**config.mk**
```make
export PLATFORM = sky130hd
export DESIGN_NAME = glcd_back
export DESIGN_NICKNAME = d
export VERILOG_FILES = /design/src/sv/glcd_pkg.sv /design/src/sv/glcd_back.sv
export SDC_FILE = /design/constraint.sdc
export NUM_CORES = 1
export LEC_CHECK = 0
export BUFFER_PORTS_ARGS = -buffer_cell sky130_fd_sc_hd__buf_2
export CAP_MARGIN = 20
export CORE_MARGIN = 2
export CORE_UTILIZATION = 46
export DETAILED_ROUTE_END_ITERATION = 16
export PLACE_DENSITY = 0.82
export SKIP_CTS_REPAIR_TIMING = 1
export SYNTH_ARGS = -nofsm -noshare
export SYNTH_HDL_FRONTEND = slang
export SYNTH_SLANG_ARGS = --single-unit
```
**constraint.sdc**
```tcl
create_clock -name clk -period 3.7 [get_ports clk]
set_input_delay 0.37 -clock clk [delete_from_list [all_inputs] [get_ports clk]]
set_output_delay 0.37 -clock clk [all_outputs]
set_load 0.01 [all_outputs]
```
**src/sv/glcd_pkg.sv**
```systemverilog
package glcd_pkg;

  // Display geometry. A page is eight pixel rows; each half has its own controller.
  localparam int PAGE_COUNT   = 8;
  localparam int HALF_COLUMNS = 64;

  localparam int BUF_DEPTH  = 1024;
  localparam int BUF_ADDR_W = 10;
  localparam int PAGE_W     = 3;
  localparam int COL_W      = 6;

  // Request codes.
  localparam logic [1:0] REQ_WRITE   = 2'd0;
  localparam logic [1:0] REQ_TICK    = 2'd1;
  localparam logic [1:0] REQ_REFRESH = 2'd2;

  // Chip select codes.
  localparam logic [1:0] CS_LEFT  = 2'd1;
  localparam logic [1:0] CS_RIGHT = 2'd2;
  localparam logic [1:0] CS_BOTH  = 2'd3;

  // Controller commands.
  localparam logic [7:0] CMD_SET_PAGE = 8'hB8;
  localparam logic [7:0] CMD_SET_COL0 = 8'h40;

  // Job queue between the front and back parts.
  localparam int FIFO_DEPTH = 4;
  localparam int FIFO_PTR_W = 2;
  localparam int FIFO_CNT_W = 3;

  typedef enum logic [1:0] {
    PH_IDLE,
    PH_PAGE,
    PH_DATA,
    PH_DONE
  } phase_t;

  typedef struct packed {
    logic [1:0]            req_type;
    logic [BUF_ADDR_W-1:0] buf_addr;
    logic [7:0]            buf_byte;
  } req_t;

  typedef struct packed {
    logic       is_data;
    logic [1:0] chip_select;
    logic [7:0] bus_byte;
    logic       last;
  } bus_t;

  typedef struct packed {
    logic              is_data;
    logic [PAGE_W-1:0] page;
    logic [7:0]        left;
    logic [7:0]        right;
  } job_t;

  typedef struct packed {
    logic                  we;
    logic [BUF_ADDR_W-1:0] waddr;
    logic [7:0]            wdata;
    logic                  re;
    logic [BUF_ADDR_W-1:0] raddr_l;
    logic [BUF_ADDR_W-1:0] raddr_r;
  } mem_ctl_t;

  typedef struct packed {
    logic valid;
    job_t job;
  } head_t;

endpackage

```
**src/sv/glcd_back.sv**
```systemverilog
module glcd_back (
  input  logic            clk,
  input  logic            rst,
  input  glcd_pkg::head_t head,
  output logic            pop,
  output logic            bus_valid,
  input  logic            bus_stall,
  output glcd_pkg::bus_t  bus
);

  logic [1:0]     sub, sub_next;
  logic           load;
  logic           is_last;
  logic [7:0]     page_cmd;
  glcd_pkg::bus_t item;

  assign load     = head.valid && (!bus_valid || !bus_stall);
  assign page_cmd = glcd_pkg::CMD_SET_PAGE + {5'd0, head.job.page};

  // A data job expands to left then right byte; a page job to three commands.
  always_comb begin
    if (head.job.is_data) begin
      is_last          = (sub != 2'd0);
      item.is_data     = 1'b1;
      item.chip_select = is_last ? glcd_pkg::CS_RIGHT : glcd_pkg::CS_LEFT;
      item.bus_byte    = is_last ? head.job.right : head.job.left;
    end else begin
      is_last          = (sub == 2'd2);
      item.is_data     = 1'b0;
      item.chip_select = glcd_pkg::CS_BOTH;
      item.bus_byte    = (sub == 2'd1) ? glcd_pkg::CMD_SET_COL0 : page_cmd;
    end
    item.last = is_last;
    pop       = load && is_last;
    sub_next  = sub;
    if (load) begin
      sub_next = is_last ? 2'd0 : sub + 2'd1;
    end
  end

  always_ff @(posedge clk) begin
    if (rst) begin
      bus_valid <= 1'b0;
      sub       <= 2'd0;
    end else begin
      bus_valid <= load || (bus_valid && bus_stall);
      sub       <= sub_next;
    end
  end

  always_ff @(posedge clk) begin
    if (load) begin
      bus <= item;
    end
  end

endmodule

```
### Yosys cells after proc, flatten, opt, wreduce, memory -nomap -nowiden

Cells that the tools add are included.

| cells by class | value |
|---|---|
| add/sub/neg operators | 2 |
| equal/unequal tests | 2 |
| muxes and demuxes | 6 |
| reductions and logical operators | 8 |

Operators with widths:

| kind | number |
|---|---|
| $mux 8 | 2 |
| $mux 11 | 1 |
| $add 8x3->8 const A | 1 |
| $mux 2 | 2 |
| $logic_and 1x1->1 | 3 |
| $add 2x1->2 const B | 1 |
| $eq 2x1->1 const B | 1 |
| $eq 2x2->1 const B | 1 |
| $logic_not 1->1 | 2 |
| $logic_or 1x1->1 | 2 |
| $reduce_bool 2->1 | 1 |
| $mux 1 | 1 |

| storage, ports and cells | value |
|---|---|
| flip-flop bits (word level) | 15 |
| input port bits | 24 |
| output and inout bits | 14 |
| word-level logic and storage cells | 24 |

### Logic depth before layout (Yosys ltp)

| logic depth | value |
|---|---|
| word-level depth | 4 |
| depth in mapped cells | 6 |
| depth with buffers taken out | 5 |

### Worst setup path before layout

No wires, ideal clock.

| timing | value |
|---|---|
| path type | flip-flop to flip-flop |
| start point | reg sub[0] |
| end point | reg bus[2] in the netlist's numbering, data pin |
| setup time | 0.256 ns |
| arrival | 1.240 ns |
| required time | 3.444 ns |
| setup slack | 2.203 ns |
| stages on the path, launching flop included | 6 |
| path buffers | 1 |
| clock period less this slack | 1.497 ns |
| path through | dfxtp_1 -> inv_1 -> ha_1 -> buf_6 -> mux2_4 -> a22o_1 |

RTL lines:

| item | RTL line | RTL |
|---|---|---|
| start, declared | glcd_back.sv:11 | `logic [1:0] sub, sub_next;` |
| start signal, assigned | glcd_back.sv:47 | `sub <= sub_next;` |
| end signal, assigned | glcd_back.sv:53 | `bus <= item;` |
| end, declared | glcd_back.sv:8 | `output glcd_pkg::bus_t bus` |

==> results.yml <==
cells_and_area:
  area_growth_pct: 30.18
  final_nets: 124
  nFillCells: 122
  final_cell_mix: "buf_2 (37), edfxtp_1 (12), a21oi_1 (8), mux2i_1 (6), nand2_1 (5)"
  layout-drive-gt1-share: 0.4583
  final_common_cell: "buf_2"
  post-route-util: 0.6310
  seq_area_um2: 420.4
  diodes: 0
  multi_input_area_um2: 261.5
detailed_routing:
  wl_mm: 1.436
  drt_iter0_markers: 13
  wire_per_inst_um: 12.82
  dr.pass1.iters: 3
  vias: 553
  viasPerCell: 4.938
  drtAntennaViolNets: 0
  drc_errors: 0
clocking:
  numCtsBuffers: 3
  clockBufferDepth: 2
  cts_root_buffer: "clkbuf_4"
  insertion_delay_ns: 0.28
  clock_sinks: 15
  ctsHtreeMaxLevel: 1
  cts_tree: "done"
  clk_pin_slew_ns: 0.09
placement:
  place_hpwl_mm: 1.089
  place.gp.congestion: 0.6999
  io_buffers: 37
setup_path:
  crit_family: "adder cells"
  crit_chain: "inv_1 > ha_1 > mux2_2 > a22o_1"
  cp.arrival_ns: 1.79
  required_ns: 3.74
  crit_path_max_fanout: 11
  crit_slowest_cell: "ha_1"
  criticalPathCategory: "register to register"
  max_stage_delay_ns: 0.50
  worstSetupEndpointType: "register"
  worst-path-buf-inv: 1
  start_kind: "register"
  rr_startpoint: "sub[1]"
  crit_path_start: "sub[1]"
synthesis:
  synthArstFlopShare: 0
  ys_ff_latch: 15
  avgSynthCellArea_um2: 12.51
  synth_edf_count: 12
  synth_top_area_cell: "edfxtp_1"
  synth_ff_type: "edfxtp_1"
  syn_nets: 84
  seq_area_frac_synth: 0.5895
  syn_area_um2: 713.2
  synth_top_area_share: 0.5053
  syn_inst: 57
  yosys_warnings: 0
  yosys-top-cells-area: "edfxtp_1 (51%), dfxtp_1 (8.4%), mux2i_1 (8.4%)"
  ys_types: 18
sta:
  tightest_slew_ns: 0.5354
  slew_headroom: 0.6427
  period_share: 0.4716
  max_freq_ghz: 0.5730
  fin_skew_ns: 0.004848
  final_hold_viol_count: 0
  fin_tns_setup_ns: 0
  setup_viol: 0
  grt_setup_unrepaired: "false"
  min_period_ns: 1.745
  report.final.slew_viol_count: 0
die:
  rows: 14
  die_x_um: 43.38
  die_area_um2: 1881
  ios: 38
  die_y_um: 43.38
  core_area_um2: 1471
  initial_core_util: 0.4847
power_and_ir_drop:
  pwr_density_cell_nw_per_um2: 400.7
  leakage_nw: 0.4453
  peakVddDrop_mv: 0.2539
worst_hold_path:
  min_from: "rst"
  worstHoldPathType: "input port to register"
global_route:
  gr-total-overflow: 0
  grt_use_total: 0.1652
  grt_max_degree: 16
  antenna_found_initial: 0
  grt_pass1_vias: 531
  grt_pass1_wl_mm: 2.283
flow_run:
  maxCapViolCount: 0
status:
  status: "completed"
[power by group]
part	switching (mW)	internal [mW]	leakage [nW]
clock network	0.0508	0.0418	0.0150
registers	0.00496	0.199	0.138
logic	0.0382	0.0374	0.292
[Yosys cell counts (2+ instances only)]
cell      count
a22o_1        2
nor2_1        3
mux2i_1       6
dfxtp_1       3
nand2b_1      2
ha_1          3
inv_1         4
nand2_1       5
a21oi_1       8
edfxtp_1     12
mux2_2        2
[path summary, 6_finish.rpt]
kind                            slack [ns]      to  depth (start not counted)
worst max-delay path                  1.95  bus[1]                          4
worst min-delay path                  0.26  sub[1]                          2
worst max register to register        1.95  bus[1]                          4
worst min register to register        0.49  sub[1]                          2
[per-layer routing]
metal	up-vias	track usage	wire, um
li1	281	-	-
met1	245	0.1843	579
met2	25	0.2836	720
met3	2	0.03333	110
met4	0	0.1091	25
met5	-	0	0
[worst register-to-register path: stages, from the launching register on]
cell and delay [ns]:
dfxtp_1 0.34, inv_1 0.10, ha_1 0.50, mux2_2 0.39, a22o_1 0.18
[registers in the layout, indices dropped and copies added, names as in the netlist]
register,count
sub,2
bus_valid,1
bus,12
[logic make-up (layout without fill, tap and decap cells)]
group / Yosys count / in the layout / synth area share
buffers and inverters: 6 / 45 / 0.04385
and+or+nand+nor: 12 / 12 / 0.07544
muxes: 9 / 9 / 0.1368
adders and majority gates: 3 / 3 / 0.05264
DFF: 15 / 15 / 0.5895
AOI/OAI and AO/OA: 12 / 12 / 0.1018
[final cells by class]
type / count / share of cell area
Clock buffer: 4 / 0.02830
Inverter: 4 / 0.01617
Multi-Input combinational cell: 36 / 0.2817
Sequential cell: 15 / 0.4528
Tap cell: 16 / 0.02156
Timing Repair Buffer: 37 / 0.1995
[per-stage QoR]
stage / cells / instance area (um2) / worst slack (ns) / hold slack, ns / power, mW
3_5_place_dp: 108 / 902.1 / 1.971 / 0.4697 / 0.2839
2_1_floorplan: 57 / 713.2 / 2.203 / 0.4391 / 0.2558
5_1_grt: 112 / 928.4 / 1.855 / 0.2665 / 0.3894
6_report: 112 / 928.4 / 1.955 / 0.2646 / 0.3720
4_1_cts: 112 / 928.4 / 1.951 / 0.2649 / 0.3734
3_3_place_gp: 108 / 902.1 / 2.037 / 0.4529 / 0.2804
No activity file was read; power rests on OpenSTA's default activity.
