File: src/sv/glcd_pkg.sv
package glcd_pkg;

  // Display geometry. A page is eight pixel rows; each half has its own controller.
  localparam int PAGE_COUNT   = 8;
  localparam int HALF_COLUMNS = 64;

  localparam int BUF_DEPTH  = 1024;
  localparam int BUF_ADDR_W = 10;
  localparam int PAGE_W     = 3;
  localparam int COL_W      = 6;

  // Request codes.
  localparam logic [1:0] REQ_WRITE   = 2'd0;
  localparam logic [1:0] REQ_TICK    = 2'd1;
  localparam logic [1:0] REQ_REFRESH = 2'd2;

  // Chip select codes.
  localparam logic [1:0] CS_LEFT  = 2'd1;
  localparam logic [1:0] CS_RIGHT = 2'd2;
  localparam logic [1:0] CS_BOTH  = 2'd3;

  // Controller commands.
  localparam logic [7:0] CMD_SET_PAGE = 8'hB8;
  localparam logic [7:0] CMD_SET_COL0 = 8'h40;

  // Job queue between the front and back parts.
  localparam int FIFO_DEPTH = 4;
  localparam int FIFO_PTR_W = 2;
  localparam int FIFO_CNT_W = 3;

  typedef enum logic [1:0] {
    PH_IDLE,
    PH_PAGE,
    PH_DATA,
    PH_DONE
  } phase_t;

  typedef struct packed {
    logic [1:0]            req_type;
    logic [BUF_ADDR_W-1:0] buf_addr;
    logic [7:0]            buf_byte;
  } req_t;

  typedef struct packed {
    logic       is_data;
    logic [1:0] chip_select;
    logic [7:0] bus_byte;
    logic       last;
  } bus_t;

  typedef struct packed {
    logic              is_data;
    logic [PAGE_W-1:0] page;
    logic [7:0]        left;
    logic [7:0]        right;
  } job_t;

  typedef struct packed {
    logic                  we;
    logic [BUF_ADDR_W-1:0] waddr;
    logic [7:0]            wdata;
    logic                  re;
    logic [BUF_ADDR_W-1:0] raddr_l;
    logic [BUF_ADDR_W-1:0] raddr_r;
  } mem_ctl_t;

  typedef struct packed {
    logic valid;
    job_t job;
  } head_t;

endpackage

File: src/sv/glcd_job_fifo.sv
module glcd_job_fifo (
  input  logic                            clk,
  input  logic                            rst,
  input  logic                            push,
  input  glcd_pkg::job_t                  push_job,
  input  logic                            pop,
  output glcd_pkg::head_t                 head,
  output logic [glcd_pkg::FIFO_CNT_W-1:0] count
);

  glcd_pkg::job_t                  entries [glcd_pkg::FIFO_DEPTH];
  logic [glcd_pkg::FIFO_PTR_W-1:0] wr_ptr;
  logic [glcd_pkg::FIFO_PTR_W-1:0] rd_ptr;

  assign head.valid = (count != '0);
  assign head.job   = entries[rd_ptr];

  always_ff @(posedge clk) begin
    if (rst) begin
      wr_ptr <= '0;
      rd_ptr <= '0;
      count  <= '0;
    end else begin
      if (push) begin
        wr_ptr <= wr_ptr + 1'b1;
      end
      if (pop) begin
        rd_ptr <= rd_ptr + 1'b1;
      end
      case ({push, pop})
        2'b10:   count <= count + 1'b1;
        2'b01:   count <= count - 1'b1;
        default: count <= count;
      endcase
    end
  end

  always_ff @(posedge clk) begin
    if (push) begin
      entries[wr_ptr] <= push_job;
    end
  end

endmodule

File: config.mk
export PLATFORM = sky130hd
export DESIGN_NAME = glcd_job_fifo
export DESIGN_NICKNAME = d
export VERILOG_FILES = /design/src/sv/glcd_pkg.sv /design/src/sv/glcd_job_fifo.sv
export SDC_FILE = /design/constraint.sdc
export NUM_CORES = 1
export LEC_CHECK = 0
export BUFFER_PORTS_ARGS = -buffer_cell sky130_fd_sc_hd__buf_2
export CAP_MARGIN = 20
export CORE_UTILIZATION = 41
export CTS_CLUSTER_SIZE = 25
export DETAILED_ROUTE_END_ITERATION = 10
export GPL_TIMING_DRIVEN = 0
export PLACE_DENSITY = 0.67
export REMOVE_ABC_BUFFERS = 1
export SLEW_MARGIN = 0
export SYNTH_ARGS = -nofsm -noshare
export SYNTH_HDL_FRONTEND = slang
export SYNTH_SLANG_ARGS = --single-unit
File: constraint.sdc
create_clock -name clk -period 2 [get_ports clk]
set_input_delay 0.1 -clock clk [delete_from_list [all_inputs] [get_ports clk]]
set_output_delay 0.1 -clock clk [all_outputs]
set_load 0.005 [all_outputs]
# --- Yosys cells after proc, flatten, opt, wreduce, memory -nomap -nowiden ---
# Memories as Yosys holds them, arrays and structs flattened. A register that Yosys moved wholly into a read port is not among the register bits.
# Index checks and enable logic that the tools add are counted.
totals:
  reg_bits: 7
  latchBits: 0
  mem_bits_rw: 80
  romBits: 0
  in_bits: 24
  out_inout_bits: 24
  elab_cells: 17
  n_memories: 1
mem_list:
  columns: ["memory", "words", "word_bits", "read_ports", "rd_ports_with_merged_regs", "write_ports", "line_no", "rtl"]
  rows:
  - ["entries", 4, 20, 1, 1, 1, "glcd_job_fifo.sv:11", "glcd_pkg::job_t entries [glcd_pkg::FIFO_DEPTH];"]
classes:
  addsub: 4
  mul: 0
  div_mod_pow: 0
  order_cmp: 0
  n_eq_ne: 2
  shift: 0
  muxes: 5
  n_bitwise: 0
  n_reduce_logical: 2
op_table:
  columns: ["cell", "count"]
  rows:
  - ["$pmux 3 s2", 1]
  - ["$add 2x1->2 const B", 2]
  - ["$mux 2", 2]
  - ["$add 3x1->3 const B", 1]
  - ["$reduce_bool 3->1", 1]
  - ["$sub 3x1->3 const B", 1]
  - ["$eq 2x1->1 const B", 1]
  - ["$eq 2x2->1 const B", 1]
  - ["$mux 1", 2]
  - ["$reduce_bool 2->1", 1]

# --- Longest topological paths before layout ---
logic_depth:
  ltp_word: 3
  depth_mapped: 7
  ltp_nobuf: 7

# --- Least setup slack after synthesis ---
# OpenSTA, ideal clock, no wires.
synth_timing:
  kind: "register to register"
  startpoint: "reg count[1] in the netlist's numbering"
  endpoint: "reg count[2] in the netlist's numbering"
  setup_time_ns: 0.070
  arrival_time_ns: 1.420
  required_ns: 1.930
  setup_slack_ns: 0.510
  path_stages_with_launch: 6
  n_path_buf: 0
  synth_period_minus_slack_ns: 1.490
  path_cell_list: "dfxtp_1 > inv_1 > fa_1 > xor2_1 > or3_1 > a21oi_1"
synth_via:
  elab_chain_len: 2
  elab_cells_between_ends: 3
  cone_classes: "2 x add/sub; 1 x mux"
synth_lines:
  columns: ["element", "line_no", "rtl"]
  rows:
  - ["start, declared", "glcd_job_fifo.sv:8", "output logic [glcd_pkg::FIFO_CNT_W-1:0] count"]
  - ["start signal, assigned", "glcd_job_fifo.sv:31", "2'b10: count <= count + 1'b1;"]
  - ["start signal, assigned", "glcd_job_fifo.sv:32", "2'b01: count <= count - 1'b1;"]
  - ["start signal, assigned", "glcd_job_fifo.sv:33", "default: count <= count;"]
  - ["$sub 3x1->3 / $add 3x1->3 (equally long branches)", "glcd_job_fifo.sv:32, glcd_job_fifo.sv:31", null]
  - ["$pmux 3 s2 (*)", "glcd_job_fifo.sv:30", "case ({push, pop})"]
# Mark *: on every way between the ends. The rest lies on a longest branch, timed or not.
# A chain may end at the register's enable or synchronous reset.

# --- Final worst setup path ---
layout_timing:
  startpoint: "reg wr_ptr[0] in the netlist's numbering"
  endpoint: "mem entries[2][11] in the netlist's numbering (enable)"
layout_rtl:
  columns: ["element", "line_no", "rtl"]
  rows:
  - ["start, declared", "glcd_job_fifo.sv:12", "logic [glcd_pkg::FIFO_PTR_W-1:0] wr_ptr;"]
  - ["start signal, assigned", "glcd_job_fifo.sv:25", "wr_ptr <= wr_ptr + 1'b1;"]
  - ["end, declared", "glcd_job_fifo.sv:11", null]
# Straight into the memory's write port.

==> impl_results.html <==
<table>
<tr><th>Metric</th><th>Value</th></tr>
<tr><th colspan="2">Outcome</th></tr>
<tr><td>Status</td><td>completed</td></tr>
<tr><th colspan="2">Timing</th></tr>
<tr><td>Time the worst path needs with I/O delays and setup</td><td>between 1500 and 2000 ps</td></tr>
<tr><td>Unrepaired setup endpoints after global routing</td><td>false</td></tr>
<tr><td>Fin Hold WS</td><td>between 15 and 20 ps</td></tr>
<tr><td>Final period util</td><td>0.904</td></tr>
<tr><td>Clock Skews</td><td>~4.9 ps</td></tr>
<tr><td>Highest clock rate</td><td>roughly 0.55 GHz</td></tr>
<tr><td>Setup TNS</td><td>0 ps</td></tr>
<tr><td>Final hold violations</td><td>0</td></tr>
<tr><td>Max_slew headroom</td><td>0.278</td></tr>
<tr><td>Worst-Margin Slew</td><td>1080 ps</td></tr>
<tr><td>Setup Viol. Count Final</td><td>0</td></tr>
<tr><td>Final Max Tran Viols</td><td>0</td></tr>
<tr><th colspan="2">Worst setup path</th></tr>
<tr><td>Worst setup path start</td><td>wr_ptr[0]</td></tr>
<tr><td>Top fanout value on the critical path</td><td>20</td></tr>
<tr><td>Timing endpoint of the critical path</td><td>entries[2][11]</td></tr>
<tr><td>Length in cells of the worst reg-to-reg path</td><td>3</td></tr>
<tr><td>Type of origin of the critical path</td><td>flip-flop</td></tr>
<tr><td>Data required time of the critical path</td><td>~2000 ps</td></tr>
<tr><td>Startpoint-to-endpoint class of the critical path</td><td>flip-flop to flip-flop</td></tr>
<tr><td>Register-to-Register Setup Slack</td><td>190 ps</td></tr>
<tr><td>CP Data Arrival Time</td><td>1770 ps</td></tr>
<tr><td>Reg-to-Reg End</td><td>entries[2][11]</td></tr>
<tr><td>Worst r2r src</td><td>wr_ptr[0]</td></tr>
<tr><td>Crit path capture type</td><td>flip-flop</td></tr>
<tr><th colspan="2">Clock tree</th></tr>
<tr><td>Clock tree from TritonCTS</td><td>yes</td></tr>
<tr><td>Number of buffers inserted during clock tree synthesis</td><td>9</td></tr>
<tr><td>Setup bufs post-CTS</td><td>0</td></tr>
<tr><td>Clock sink count</td><td>approximately 90</td></tr>
<tr><td>Number of buffers between clock root and the deepest sink</td><td>2</td></tr>
<tr><td>Clk Latency, worst-skew pair</td><td>340 ps</td></tr>
<tr><td>Buffer cell driving the clock tree root</td><td>sky130_fd_sc_hd__clkbuf_8</td></tr>
<tr><td>Number of levels in the clock H-tree</td><td>3</td></tr>
<tr><td>Clock-pin slew reported for the worst setup and hold paths after clock tree synthesis</td><td>approximately 80 ps</td></tr>
<tr><th colspan="2">Hold path</th></tr>
<tr><td>Path class of the lowest-slack min-delay path</td><td>input port to flip-flop</td></tr>
<tr><th colspan="2">Detailed routing</th></tr>
<tr><td>Routed WL per cell</td><td>approximately 16 µm</td></tr>
<tr><td>Sum of met3 wire segment lengths after detailed routing</td><td>roughly 230 µm</td></tr>
<tr><td>Detailed Route WL</td><td>5390 µm</td></tr>
<tr><td>Number of vias after detailed routing</td><td>1579</td></tr>
<tr><td>DRT Pass-1 Iters</td><td>5</td></tr>
<tr><td>Detailed-route DRC error count</td><td>0</td></tr>
<tr><td>Total length of routed met2 wires</td><td>about 2800 µm</td></tr>
<tr><td>Drt first-iter violations</td><td>37</td></tr>
<tr><td>Vias per inst</td><td>between 4 and 5</td></tr>
<tr><td>Met1 WL</td><td>roughly 2300 µm</td></tr>
<tr><td>Count of antenna-violating nets left after detailed routing</td><td>0</td></tr>
<tr><td>Uppermost signal routing layer after detailed routing</td><td>met4</td></tr>
<tr><th colspan="2">Layout</th></tr>
<tr><td>Top library cells by usage in the layout, fill and taps aside</td><td>sky130_fd_sc_hd__edfxtp_1, sky130_fd_sc_hd__buf_2, sky130_fd_sc_hd__mux4_2, sky130_fd_sc_hd__dlygate4sd3_1, sky130_fd_sc_hd__clkbuf_8</td></tr>
<tr><td>Area of all placed cells without fillers</td><td>4090 µm²</td></tr>
<tr><td>Fill cell total of the finished layout</td><td>650</td></tr>
<tr><td>Diodes inserted</td><td>0</td></tr>
<tr><td>Commonest non-fill, non-tap cell in the layout</td><td>sky130_fd_sc_hd__edfxtp_1</td></tr>
<tr><td>Syn-to-layout area delta</td><td>23.5%</td></tr>
<tr><td>Layout cell share with drive strength beyond 1</td><td>0.362</td></tr>
<tr><td>Net count, final</td><td>between 200 and 300</td></tr>
<tr><th colspan="2">Global routing</th></tr>
<tr><td>Number of antenna violations at the first check in global routing</td><td>0</td></tr>
<tr><td>Via count of the first global-routing pass</td><td>1633</td></tr>
<tr><td>Pin count of the biggest net entering global routing</td><td>21</td></tr>
<tr><td>Grt ovf</td><td>0</td></tr>
<tr><td>First-pass GRT wire length</td><td>about 8400 µm</td></tr>
<tr><td>GRT Resource Usage Total</td><td>0.138</td></tr>
<tr><th colspan="2">Place</th></tr>
<tr><td>Placed cell areas</td><td>between 3000 and 4000 µm²</td></tr>
<tr><td>IO buf count</td><td>47</td></tr>
<tr><td>GPL Wtd Cong</td><td>around 0.64</td></tr>
<tr><td>HPWL reported at the end of detailed placement</td><td>approximately 3200 µm</td></tr>
<tr><th colspan="2">Floorplan</th></tr>
<tr><td>Effective utilization at floorplan</td><td>0.427</td></tr>
<tr><td>Die Height</td><td>just over 90 µm</td></tr>
<tr><td>Boundary Pins</td><td>48</td></tr>
<tr><td>Standard-cell rows</td><td>32</td></tr>
<tr><td>Core area</td><td>approximately 8000 µm²</td></tr>
<tr><td>Die area</td><td>8450 µm²</td></tr>
<tr><td>Die extent in x</td><td>between 90 and 100 µm</td></tr>
<tr><th colspan="2">Synthesis</th></tr>
<tr><td>Cells after synthesis</td><td>150</td></tr>
<tr><td>Part of the Yosys area used for sequential elements</td><td>0.779</td></tr>
<tr><td>Count of distinct cell types in the synthesized netlist</td><td>18</td></tr>
<tr><td>Cell area after synthesis</td><td>3310 µm²</td></tr>
<tr><td>Flip-flop and latch count after synthesis</td><td>around 90</td></tr>
<tr><td>Synthesis warning total</td><td>0</td></tr>
<tr><td>Average size of a mapped cell</td><td>roughly 22 µm²</td></tr>
<tr><th colspan="2">Power and ir drop</th></tr>
<tr><td>Cell leakage power</td><td>between 1 and 1.5 nW</td></tr>
<tr><td>Worst vdd ir</td><td>just over 0.4 mV</td></tr>
<tr><td>P per Cell Area</td><td>972 nW/µm²</td></tr>
<tr><th colspan="2">Flow run</th></tr>
<tr><td>Maximum Capacitance Violations</td><td>0</td></tr>
</table>
-- kinds of logic (layout without fill, tap and decap cells) --
family          count (synthesis)  after routing  synth area share
flops                          89             89             0.779
mux                            21             21             0.139
simple gates                   15             15            0.0215
buf+inv                        11             90            0.0177
fa+ha+maj                       6              6            0.0249
xor+xnor                        5              5            0.0132
compound gates                  3              3           0.00453
-- area by class of cell --
cell class                 instances  area [µm²]  area share
sequential                        89        2590       0.632
multi-input combinational         50         673       0.164
timing repair buffer              68         450       0.110
tap                              102         128      0.0312
clock buffer                       9         124      0.0303
clock inverter                     7         109      0.0266
inverter                           6        22.5     0.00550
-- sequential cells by signal, indices dropped and copies added, names as in the netlist, named ones only --
name     flops
rd_ptr       2
wr_ptr       2
entries     80
count        3
-- metrics by stage --
| step | total power, mW | util | instances | setup WS [ps] |
|---|---|---|---|---|
| 2_1_floorplan | 2.41 | - | 145 | 275 |
| 3_3_place_gp | 2.57 | 0.469 | 294 | -230 |
| 3_5_place_dp | 2.59 | 0.469 | 294 | 148 |
| 4_1_cts | 4.00 | 0.525 | 330 | 125 |
| 5_1_grt | 4.13 | 0.527 | 331 | 69.1 |
| 6_report | 3.98 | 0.527 | 331 | 193 |
-- power by group --
| group | internal [mW] | switching, mW | leakage, nW | total [mW] |
|---|---|---|---|---|
| clock | 0.817 | 0.594 | 0.112 | 1.41 |
| sequential | 2.13 | 0.0668 | 0.810 | 2.19 |
| combinational | 0.217 | 0.158 | 0.507 | 0.374 |
-- Yosys cell counts --
cell type,n,area (µm²)
sky130_fd_sc_hd__a21oi_1,2,10.0
sky130_fd_sc_hd__and2_1,4,25.0
sky130_fd_sc_hd__buf_2,2,10.0
sky130_fd_sc_hd__buf_6,2,22.5
sky130_fd_sc_hd__clkbuf_1,1,3.75
sky130_fd_sc_hd__dfxtp_1,9,180
sky130_fd_sc_hd__edfxtp_1,80,2400
sky130_fd_sc_hd__fa_1,1,20.0
sky130_fd_sc_hd__ha_1,5,62.6
sky130_fd_sc_hd__inv_1,6,22.5
sky130_fd_sc_hd__mux2i_1,1,10.0
sky130_fd_sc_hd__mux4_2,20,450
sky130_fd_sc_hd__nand2_1,1,3.75
sky130_fd_sc_hd__nor2_1,8,30.0
sky130_fd_sc_hd__o21ai_0,1,5.00
sky130_fd_sc_hd__or3_1,2,12.5
sky130_fd_sc_hd__xnor2_1,2,17.5
sky130_fd_sc_hd__xor2_1,3,26.3
-- worst min-delay path by stage --
stage,start,depth (start not counted),slack [ps],end
floorplan,rst,1,170,count[2]
global placement,push_job[19],1,320,entries[1][19]
detailed placement,push_job[12],1,320,entries[2][12]
CTS,rst,2,5,flip-flop
global route,rst,2,20,flip-flop
finish,rst,2,20,flip-flop
-- layer usage --
layer	up-vias	GRT usage
met5	-	0
met4	0	0.0586
met3	7	0.0415
met2	41	0.232
met1	788	0.165
li1	743	-
-- repair_timing --
item / CTS / global route
hold endpoints to repair: 80 / 0
resized for setup: 2 / 0
endpoints found under the setup margin: 20 / 0
hold buffers: 20 / 0
-- critical path, stage by stage, from the launching register on --
cell and delay, ps:
sky130_fd_sc_hd__dfxtp_1 350, sky130_fd_sc_hd__inv_1 90, sky130_fd_sc_hd__ha_1 130, sky130_fd_sc_hd__and2_1 840
(Power assumes the default switching activity.)
