[config.mk]
export PLATFORM = sky130hd
export DESIGN_NAME = glcd_front
export DESIGN_NICKNAME = d
export VERILOG_FILES = /design/src/sv/glcd_pkg.sv /design/src/sv/glcd_front.sv
export SDC_FILE = /design/constraint.sdc
export NUM_CORES = 1
export LEC_CHECK = 0
export ABC_CLOCK_PERIOD_IN_PS = 1700
export BUFFER_PORTS_ARGS = -buffer_cell sky130_fd_sc_hd__buf_2
export CELL_PAD_IN_SITES_DETAIL_PLACEMENT = 0
export CELL_PAD_IN_SITES_GLOBAL_PLACEMENT = 1
export CORE_ASPECT_RATIO = 0.5
export CORE_MARGIN = 8
export CORE_UTILIZATION = 28
export DETAILED_ROUTE_END_ITERATION = 8
export MAX_ROUTING_LAYER = met4
export PLACE_DENSITY = 0.8
export SYNTH_ARGS = -nofsm -noshare
export SYNTH_HDL_FRONTEND = slang
export SYNTH_SLANG_ARGS = --single-unit
[constraint.sdc]
create_clock -name clk -period 1.7 [get_ports clk]
set_input_delay 0 -clock clk [delete_from_list [all_inputs] [get_ports clk]]
set_output_delay 0 -clock clk [all_outputs]
set_load 0.02 [all_outputs]
[src/sv/glcd_pkg.sv]
package glcd_pkg;

  // Display geometry. A page is eight pixel rows; each half has its own controller.
  localparam int PAGE_COUNT   = 8;
  localparam int HALF_COLUMNS = 64;

  localparam int BUF_DEPTH  = 1024;
  localparam int BUF_ADDR_W = 10;
  localparam int PAGE_W     = 3;
  localparam int COL_W      = 6;

  // Request codes.
  localparam logic [1:0] REQ_WRITE   = 2'd0;
  localparam logic [1:0] REQ_TICK    = 2'd1;
  localparam logic [1:0] REQ_REFRESH = 2'd2;

  // Chip select codes.
  localparam logic [1:0] CS_LEFT  = 2'd1;
  localparam logic [1:0] CS_RIGHT = 2'd2;
  localparam logic [1:0] CS_BOTH  = 2'd3;

  // Controller commands.
  localparam logic [7:0] CMD_SET_PAGE = 8'hB8;
  localparam logic [7:0] CMD_SET_COL0 = 8'h40;

  // Job queue between the front and back parts.
  localparam int FIFO_DEPTH = 4;
  localparam int FIFO_PTR_W = 2;
  localparam int FIFO_CNT_W = 3;

  typedef enum logic [1:0] {
    PH_IDLE,
    PH_PAGE,
    PH_DATA,
    PH_DONE
  } phase_t;

  typedef struct packed {
    logic [1:0]            req_type;
    logic [BUF_ADDR_W-1:0] buf_addr;
    logic [7:0]            buf_byte;
  } req_t;

  typedef struct packed {
    logic       is_data;
    logic [1:0] chip_select;
    logic [7:0] bus_byte;
    logic       last;
  } bus_t;

  typedef struct packed {
    logic              is_data;
    logic [PAGE_W-1:0] page;
    logic [7:0]        left;
    logic [7:0]        right;
  } job_t;

  typedef struct packed {
    logic                  we;
    logic [BUF_ADDR_W-1:0] waddr;
    logic [7:0]            wdata;
    logic                  re;
    logic [BUF_ADDR_W-1:0] raddr_l;
    logic [BUF_ADDR_W-1:0] raddr_r;
  } mem_ctl_t;

  typedef struct packed {
    logic valid;
    job_t job;
  } head_t;

endpackage

[src/sv/glcd_front.sv]
module glcd_front (
  input  logic                            clk,
  input  logic                            rst,
  input  logic                            req_valid,
  output logic                            req_stall,
  input  glcd_pkg::req_t                  req,
  input  logic [glcd_pkg::FIFO_CNT_W-1:0] fifo_count,
  input  logic [7:0]                      rdata_l,
  input  logic [7:0]                      rdata_r,
  output glcd_pkg::mem_ctl_t              mem,
  output logic                            push,
  output glcd_pkg::job_t                  push_job
);

  glcd_pkg::phase_t                phase, phase_next;
  logic [glcd_pkg::PAGE_W-1:0]     page, page_next;
  logic [glcd_pkg::COL_W-1:0]      col, col_next;
  logic                            clearing;
  logic [glcd_pkg::BUF_ADDR_W-1:0] clr_addr;
  logic                            s1_valid, s1_valid_next;
  logic                            s1_is_data, s1_is_data_next;
  logic [glcd_pkg::PAGE_W-1:0]     s1_page, s1_page_next;
  logic                            accept;

  // Room is reserved for the job still in the read stage, so a push never fails.
  assign req_stall = clearing ||
                     ((int'(fifo_count) + int'(s1_valid)) >= glcd_pkg::FIFO_DEPTH);
  assign accept    = req_valid && !req_stall;

  assign push     = s1_valid;
  assign push_job = '{is_data: s1_is_data, page: s1_page, left: rdata_l, right: rdata_r};

  always_comb begin
    phase_next      = phase;
    page_next       = page;
    col_next        = col;
    s1_valid_next   = 1'b0;
    s1_is_data_next = s1_is_data;
    s1_page_next    = s1_page;
    mem.we          = clearing;
    mem.waddr       = clr_addr;
    mem.wdata       = 8'd0;
    mem.re          = 1'b0;
    mem.raddr_l     = {page, 1'b0, col};
    mem.raddr_r     = {page, 1'b1, col};
    if (accept) begin
      case (req.req_type)
        glcd_pkg::REQ_WRITE: begin
          mem.we    = 1'b1;
          mem.waddr = req.buf_addr;
          mem.wdata = req.buf_byte;
        end
        glcd_pkg::REQ_REFRESH: begin
          page_next  = '0;
          col_next   = '0;
          phase_next = glcd_pkg::PH_PAGE;
        end
        glcd_pkg::REQ_TICK: begin
          case (phase)
            glcd_pkg::PH_PAGE: begin
              s1_valid_next   = 1'b1;
              s1_is_data_next = 1'b0;
              s1_page_next    = page;
              phase_next      = glcd_pkg::PH_DATA;
            end
            glcd_pkg::PH_DATA: begin
              mem.re          = 1'b1;
              s1_valid_next   = 1'b1;
              s1_is_data_next = 1'b1;
              s1_page_next    = page;
              if (int'(col) >= glcd_pkg::HALF_COLUMNS - 1) begin
                col_next = '0;
                if (int'(page) >= glcd_pkg::PAGE_COUNT - 1) begin
                  page_next  = '0;
                  phase_next = glcd_pkg::PH_DONE;
                end else begin
                  page_next  = page + 1'b1;
                  phase_next = glcd_pkg::PH_PAGE;
                end
              end else begin
                col_next = col + 1'b1;
              end
            end
            glcd_pkg::PH_DONE: begin
              page_next  = '0;
              col_next   = '0;
              phase_next = glcd_pkg::PH_IDLE;
            end
            default: begin
            end
          endcase
        end
        default: begin
        end
      endcase
    end
  end

  always_ff @(posedge clk) begin
    if (rst) begin
      phase    <= glcd_pkg::PH_IDLE;
      page     <= '0;
      col      <= '0;
      clearing <= 1'b1;
      clr_addr <= '0;
      s1_valid <= 1'b0;
    end else begin
      phase    <= phase_next;
      page     <= page_next;
      col      <= col_next;
      s1_valid <= s1_valid_next;
      if (clearing) begin
        clr_addr <= clr_addr + 1'b1;
        if (clr_addr == glcd_pkg::BUF_ADDR_W'(glcd_pkg::BUF_DEPTH - 1)) begin
          clearing <= 1'b0;
        end
      end
    end
  end

  always_ff @(posedge clk) begin
    s1_is_data <= s1_is_data_next;
    s1_page    <= s1_page_next;
  end

endmodule

== Word level (Yosys, flattened, before mapping) ==
Cells that the tools add are included.

* Output and inout bits: 62
* Register bits: 27
* Memories kept: 0
* Bits in latches: 0
* Word-level logic and storage cells: 58
* Bits in read-only memories: 0
* Input bits: 42
* RAM bits: 0

* Multipliers: 0
* Reduce and logical (&&, ||, !) cells: 13
* Add/subtract/negate cells: 4
* Eq/ne operators: 9
* Bitwise gates (word level): 2
* Shift-type cells: 0
* Multiplexer cells: 19
* Divide/modulo/power cells: 0
* $lt $le $gt $ge: 3

{| class="wikitable"
|+ Operators with widths
! operator !! count
|-
| 6-bit case mux with 2 select lines || 2
|-
| 20-bit 2-to-1 mux || 1
|-
| 19-bit 2-to-1 mux || 1
|-
| 3-bit case mux with 2 select lines || 2
|-
| 10-bit by 1-bit adder with 10-bit output, second input constant || 1
|-
| 10-bit == test, second input constant || 1
|-
| 3-bit AND reduction || 3
|-
| 4-bit AND reduction || 2
|-
| 6-bit by 1-bit adder with 6-bit output, second input constant || 1
|-
| 2-bit == test, second input constant || 3
|-
| 6-bit greater-or-equal comparator, second input constant || 1
|-
| 3-bit 2-to-1 mux || 2
|-
| 6-bit 2-to-1 mux || 1
|-
| 2-bit case mux with 3 select lines || 1
|-
| 1-bit 2-to-1 mux || 5
|-
| 3-bit by 1-bit adder with 4-bit output || 1
|-
| 2-bit by 1-bit == test with 1-bit output, second input constant || 2
|-
| 4-bit by 3-bit greater-or-equal comparator with 1-bit output, second input constant || 1
|-
| 2-bit 2-to-1 mux || 2
|-
| 4-bit by 2-bit != test with 1-bit output, second input constant || 1
|-
| 2-bit case mux with 2 select lines || 1
|-
| 2-bit nonzero test || 2
|-
| 3-bit by 1-bit adder with 3-bit output, second input constant || 1
|-
| 3-bit greater-or-equal comparator, second input constant || 1
|-
| other kinds (10) || 11
|}

== Longest topological paths before layout ==
Gate-level depths: netlist (run 1).

* Depth in word-level cells: 7
* Gate-level depth with buffers: 7

== Worst setup path before layout (run 1) ==
OpenSTA, ideal clock, no wires.

* Kind: flip-flop to flip-flop
* Start: reg phase[0]
* End: reg phase[1]
* Path buffers: 0
* Arrival time: 1,659 ps
* Cell stages (with the launch flop): 7
* Data required time: 1,641 ps
* Clock period less this slack: 1,718 ps
* Slack: -18 ps
* Path through: dfxtp_1 -> inv_1 -> ha_1 -> or3b_2 -> o21a_1 -> a311oi_1 -> a41o_1

* Longest elaborated chain between the ends: 3

{| class="wikitable"
|+ RTL lines
! item !! RTL line !! RTL
|-
| start, declared || glcd_front.sv:15 || <nowiki>glcd_pkg::phase_t phase, phase_next;</nowiki>
|-
| start signal, assigned || glcd_front.sv:101 || <nowiki>phase <= glcd_pkg::PH_IDLE;</nowiki>
|-
| start signal, assigned || glcd_front.sv:108 || <nowiki>phase <= phase_next;</nowiki>
|-
| 2-bit == test or 2-bit by 1-bit == test with 1-bit output (tied branches) || glcd_front.sv:59 || <nowiki>case (phase)</nowiki>
|-
| 2-bit case mux with 3 select lines (tied with other cells) || glcd_front.sv:59 ||
|-
| 2-bit case mux with 2 select lines or 4-bit AND reduction (tied branches) || - ||
|}

Parallel ways exist; a longest one is shown, timed or not.
A chain may end at the register's enable or synchronous reset.

==> qor.txt, run 1 <==
outcome: completed
number of flops mapped to enable cells by yosys: 4
syn nets: 261
Top FF cell, synth: dfxtp_1
global-route wire length before repair: 7680 um
worst-path maximum fanout: 8
Avg Synthesized Cell Area: 8.79 um^2
Cell Chain, Critical Path: nor3b_4 -> and3_4 -> buf_12 -> mux2_4 -> buf_6
chip width: 131 um
Synth async-reset ratio: 0%
Setup CP Type: flip-flop to output port
switching power: 296 uW
worst-skew pair later-pin latency: 0.26 ns
Slew Viols, Final: 0
largest net degree at the start of global routing: 25
drc violations: 0
Final ANT Viol Nets: 0
period utilization: 97.9%
Overflow after GRT: 0
TritonCTS buffer count: 3
Hold WS: 0.00000881 ns
Core Util, Final: 39.1%
Initial Util: 29.6%
diode count: 0
P_int: 1.03 mW
WL per Instance: 14.8 um
area of the multi-input gates: 1070 um^2
Die Height: 73.3 um
Total Wirelength: 5130 um
initial antenna violation count: 0
Post-Syn Area: 1840 um^2
Worst Reg-to-Reg Cells: 4
Layout area overhead: 31.9%
number of global-route vias before repair: 1,639
Final setup viols: 0
vias: 1,669
worst path bufs/invs: 2
hold buffer count at CTS: 0
sequential power share: 49.4%
GPL Wtd Cong: 0.823
all-layer global routing usage: 10.0%
final hold vios: 0
final-stage net count: 313
post-synthesis register bit count: 27
Clock Pin Slew Worst Setup and Hold Paths: 0.06 ns
Fmax: 601 MHz
Leak: 1.11 nW
WP depth: 5
Core ar.: 6210 um^2
Synth Warn #: 0
CP peak stage delay: 0.36 ns
crit path max-delay cell type: dfxtp_4
Clock Power Share: 40.7%
Crit. End Element: output port
Rows: 20
vias per inst: 4.80
Seq/Total Area, Yosys: 31.6%
Clock Path Buffers: 2
DRT Pass-1 Iters: 6
Max VDD drop: 0.000414 V
CTS tree: yes
power share of the combinational group: 9.9%
die area: 9560 um^2
fraction of layout cells with a size suffix above 1: 46.2%
max cap viols: 0
root buf cell: clkbuf_16
sequential cell area: 588 um^2
DR iter-0 viols: 50
Hold Path Class: input pin to output port
Layout Skew: 0.00883 ns
WHS Path Cells: 0
unrepaired setup endpoints after global routing: yes
fill count: 632
Distinct cells, synth: 45
PortBufs: 69
Req. time, crit path: 1.70 ns
minimum clock period after layout: 1.67 ns
Post-DP HPWL: 3770 um
clock sinks: 27
crit path DAT: 1.67 ns
cells after synthesis: 209
io pins: 104
CTS H-Tree Depth: 1
Sw Ratio: 22.2%
Worst Setup Start Kind: flip-flop
largest delay contributor family on the critical path: simple AND/OR/NAND/NOR gates
Pwr Density: 549 nW/um^2
-- routing by layer --
metal  track usage, %  up-vias  share of wire [%]
met5                -        -                  0
met3             2.38       12                6.6
met1             11.8      783                 46
met2             17.0       60                 45
met4             2.65        0                1.4
li1                 -      814                  -
-- cell type report --
cell class	instances	area share [%]
Multi-Input combinational cell	138	44.3
Sequential cell	27	24.3
Timing Repair Buffer	82	22.1
Tap cell	88	4.54
Clock buffer	3	3.10
Inverter	9	1.39
Clock inverter	1	0.310
-- power groups by stage --
stage               Combinational [mW]  Sequential, mW  Clock [mW]
finish                           0.131           0.657       0.541
global route                     0.146           0.658       0.573
CTS                              0.112           0.659       0.556
detailed placement               0.110           0.673           0
global placement                 0.108           0.673           0
floorplan                        0.119           0.672           0
-- what timing repair did --
item,in CTS,in global routing
gates resized for setup,5,41
pin swaps,3,6
endpoints found under the setup margin,11,14
setup buffers,1,2
gates cloned,0,1
-- sequential cells by signal, summed over array words and instances (netlist names) --
register / count
s1_page: 3
push: 1
col: 6
clearing: 1
phase: 2
clr_addr: 10
s1_is_data: 1
page: 3
-- through the flow --
| step | area, um^2 | TNS, ns | power, mW | cells | setup WS (ns) |
|---|---|---|---|---|---|
| finish | 2420 | 0 | 1.33 | 348 | 0.0349 |
| detailed placement | 2130 | -0.0532 | 0.784 | 340 | -0.0532 |
| global route | 2420 | -0.181 | 1.38 | 348 | -0.0195 |
| global placement | 2130 | 0 | 0.781 | 340 | 0.0393 |
| floorplan | 1840 | 0 | 0.790 | 209 | 0.0209 |
| CTS | 2240 | 0 | 1.33 | 345 | 0.00537 |
-- synthesized netlist by cell type (5+ instances only) --
cell	count	area [um^2]
dfxtp_1	23	460
and2_1	8	50.1
nand2_1	12	45.0
inv_1	9	33.8
ha_1	10	125
nand3_1	7	35.0
nand4_1	6	37.5
mux2_2	10	113
nor2_1	16	60.1
nor3_1	6	30.0
xor2_1	5	43.8
and3_1	6	37.5
a21oi_1	8	40.0
buf_4	29	218
-- path summary, 6_finish.rpt --
kind | slack [ns] | to | start
min reg2reg | 0.51 | col[1] | col[1]
max reg2reg | 0.04 | col[4] | clearing
min | 0.000009 | push_job[1] | rdata_r[1]
max | 0.03 | mem[29] | clearing
-- placed cells by master, fill, tap and decap left out, types with 2 or more instances in the layout --
| cell | instances |
|---|---|
| nand3_1 | 6 |
| or2_2 | 2 |
| o21ai_0 | 2 |
| a31oi_1 | 2 |
| edfxtp_1 | 4 |
| xor2_1 | 5 |
| and4_1 | 2 |
| nor3_1 | 6 |
| inv_1 | 8 |
| nor4_1 | 3 |
| and3_1 | 5 |
| ha_2 | 2 |
| dfxtp_1 | 19 |
| buf_2 | 59 |
| nand4_1 | 6 |
| and2_1 | 8 |
| a41o_1 | 2 |
| a21oi_1 | 8 |
| mux2_4 | 10 |
| nor2_1 | 16 |
| a21o_1 | 2 |
| a311oi_2 | 2 |
| conb_1 | 2 |
| buf_4 | 11 |
| dfxtp_2 | 3 |
| buf_6 | 10 |
| a31o_2 | 4 |
| or3b_4 | 2 |
| ha_1 | 8 |
| clkbuf_16 | 4 |
| nand2_1 | 12 |
| xnor2_1 | 3 |
-- cells by family (layout without fill, tap and decap cells) --
kind of cell,Yosys count,count (layout),share of synthesized area [%]
AND/OR/NAND/NOR,78,78,23.8
buffers and inverters,44,95,15.1
AO/OA/AOI/OAI,29,29,11.9
flip-flops,27,27,31.6
multiplexers,11,11,6.68
adder cells (fa/ha/maj),10,10,6.81
XOR/XNOR,8,8,3.81
other,2,2,0.409
(Power assumes the default switching activity.)
==> inputs of run 2 (changes only) <==
- CORE_ASPECT_RATIO: 0.5 -> default
==> qor.txt, run 2 (synthesized netlist as in run 1, its figures left out) <==
outcome: completed
Worst Hold End: push_job[1]
max reg flops: 10
switching power: 277 uW
CTS tree: yes
PortBufs: 69
reg-to-reg startpoint: phase[0]
root buf cell: clkbuf_8
crit path DAT: 1.67 ns
Post-DP HPWL: 3700 um
final-stage net count: 313
Cell Chain, Critical Path: nor3b_2 -> and3_4 -> buf_12 -> mux2_4 -> buf_6
worst-path maximum fanout: 8
hold_sp: rdata_r[1]
Clock Path Buffers: 2
Rows: 29
DRT Pass-1 Iters: 4
fill count: 640
Die Height: 97.0 um
global-route wire length before repair: 7760 um
period utilization: 98.4%
DR iter-0 viols: 87
Core ar.: 6350 um^2
Initial Util: 28.9%
Setup CP Type: flip-flop to output port
Final ANT Viol Nets: 0
WL per Instance: 14.7 um
clock sinks: 27
most frequent cells in the layout: buf_2 (57), dfxtp_1 (19), nor2_1 (16), buf_4 (13), nand2_1 (12)
Clock Power Share: 32.1%
all-layer global routing usage: 9.68%
unrepaired setup endpoints after global routing: yes
Layout Skew: 0.00734 ns
WHS Path Cells: 0
Reg with most FFs: clr_addr
number of global-route vias before repair: 1,607
Total Wirelength: 4950 um
P_int: 886 uW
Worst Setup Start Kind: flip-flop
Hold Path Class: input pin to output port
vias per inst: 4.87
Worst Reg-to-Reg Cells: 5
die area: 9410 um^2
sequential power share: 56.7%
Overflow after GRT: 0
CTS H-Tree Depth: 1
largest net degree at the start of global routing: 25
Req. time, crit path: 1.70 ns
reg-to-reg endpoint: phase[1]
CP peak stage delay: 0.35 ns
initial antenna violation count: 0
worst-skew pair later-pin latency: 0.27 ns
worst path bufs/invs: 2
Sw Ratio: 23.8%
GPL Wtd Cong: 0.821
Crit. End Element: output port
final hold vios: 0
post-route insts no fill: 337
R2R Setup Slk: 0.06 ns
diode count: 0
Layout area overhead: 29.9%
Clock Pin Slew Worst Setup and Hold Paths: 0.09 ns
Regs by FF count: clr_addr: 10 flops, col: 6 flops
Slew Viols, Final: 0
TritonCTS buffer count: 3
io pins: 104
Fmax: 598 MHz
vias: 1,640
Pwr Density: 487 nW/um^2
power share of the combinational group: 11.2%
drc violations: 0
max cap viols: 0
fraction of layout cells with a size suffix above 1: 45.8%
minimum clock period after layout: 1.67 ns
largest delay contributor family on the critical path: simple AND/OR/NAND/NOR gates
placed insts: 331
chip width: 97.0 um
Max VDD drop: 0.000318 V
crit path max-delay cell type: dfxtp_2
Leak: 1.09 nW
Final setup viols: 0
most common cell after layout, fill and taps aside: buf_2
total power: 1.16 mW
-- run 2: changes by cell type in the layout (fill, tap and decap cells not counted), moves of 2 or more --
cell and change:
buf_2 -2, clkbuf_8 +3, clkbuf_16 -3, buf_4 +2
-- run 2: final cells by class --
cell class | count | area [um^2] | share of cell area (%)
flip-flops and latches | 27 | 586 | 24.5
inverters | 9 | 33.8 | 1.42
well taps | 77 | 96.3 | 4.04
repair buffers | 82 | 541 | 22.7
clock buffers | 4 | 45.0 | 1.89
multi-input cells | 138 | 1080 | 45.5
-- run 2: how the worst max path moves through the flow --
| stage | depth (start not counted) | start | slack, ns | to |
|---|---|---|---|---|
| 6_report | 5 | clearing | 0.03 | mem[37] |
| 5_1_grt | 5 | clearing | -0.04 | mem[34] |
| 4_1_cts | 5 | clearing | 0.01 | mem[34] |
| 3_5_place_dp | 6 | phase[0] | -0.05 | phase[1] |
| 3_3_place_gp | 6 | phase[0] | 0.03 | phase[1] |
| 2_1_floorplan | 6 | phase[0] | 0.02 | phase[1] |
-- run 2: per-layer routing --
layer / up-vias / track usage (%) / share of wire (%)
li1: 812 / - / -
met1: 774 / 11.4 / 44
met2: 48 / 15.7 / 49
met3: 6 / 3.41 / 7.0
met4: 0 / 1.42 / 0.42
met5: - / - / 0
-- run 2: repair_timing --
item	4_1_cts	5_1_grt
pin swaps	3	5
hold buffers	0	0
gates resized for setup	5	40
cloned	0	1
setup buffers	0	1
setup endpoints to repair	12	16
-- run 2: metrics by stage --
step	instance area, um^2	TNS (ns)	hold slack [ns]	util, %	setup slack [ns]
6_report	2390	0	0.00000663	37.6	0.0264
5_1_grt	2390	-0.325	0.0000274	37.6	-0.0353
4_1_cts	2200	0	0.000137	34.6	0.00987
3_5_place_dp	2140	-0.0501	0.000137	33.6	-0.0501
3_3_place_gp	2140	0	0.000137	33.6	0.0252
2_1_floorplan	1840	0	0.113	-	0.0209
-- run 2: power by group through the flow --
stage / Clock (mW) / Sequential [mW] / Combinational, mW
floorplan: 0 / 0.672 / 0.119
global placement: 0 / 0.674 / 0.105
detailed placement: 0 / 0.674 / 0.107
CTS: 0.381 / 0.659 / 0.110
global route: 0.408 / 0.661 / 0.144
finish: 0.373 / 0.659 / 0.131
-- run 2: worst reg2reg max path: cells and delay by family (launching register included) --
kind            cells  cell delay [ns]
compound gates      3             0.61
fa+ha+maj           1             0.22
simple gates        1             0.42
flops               1             0.34
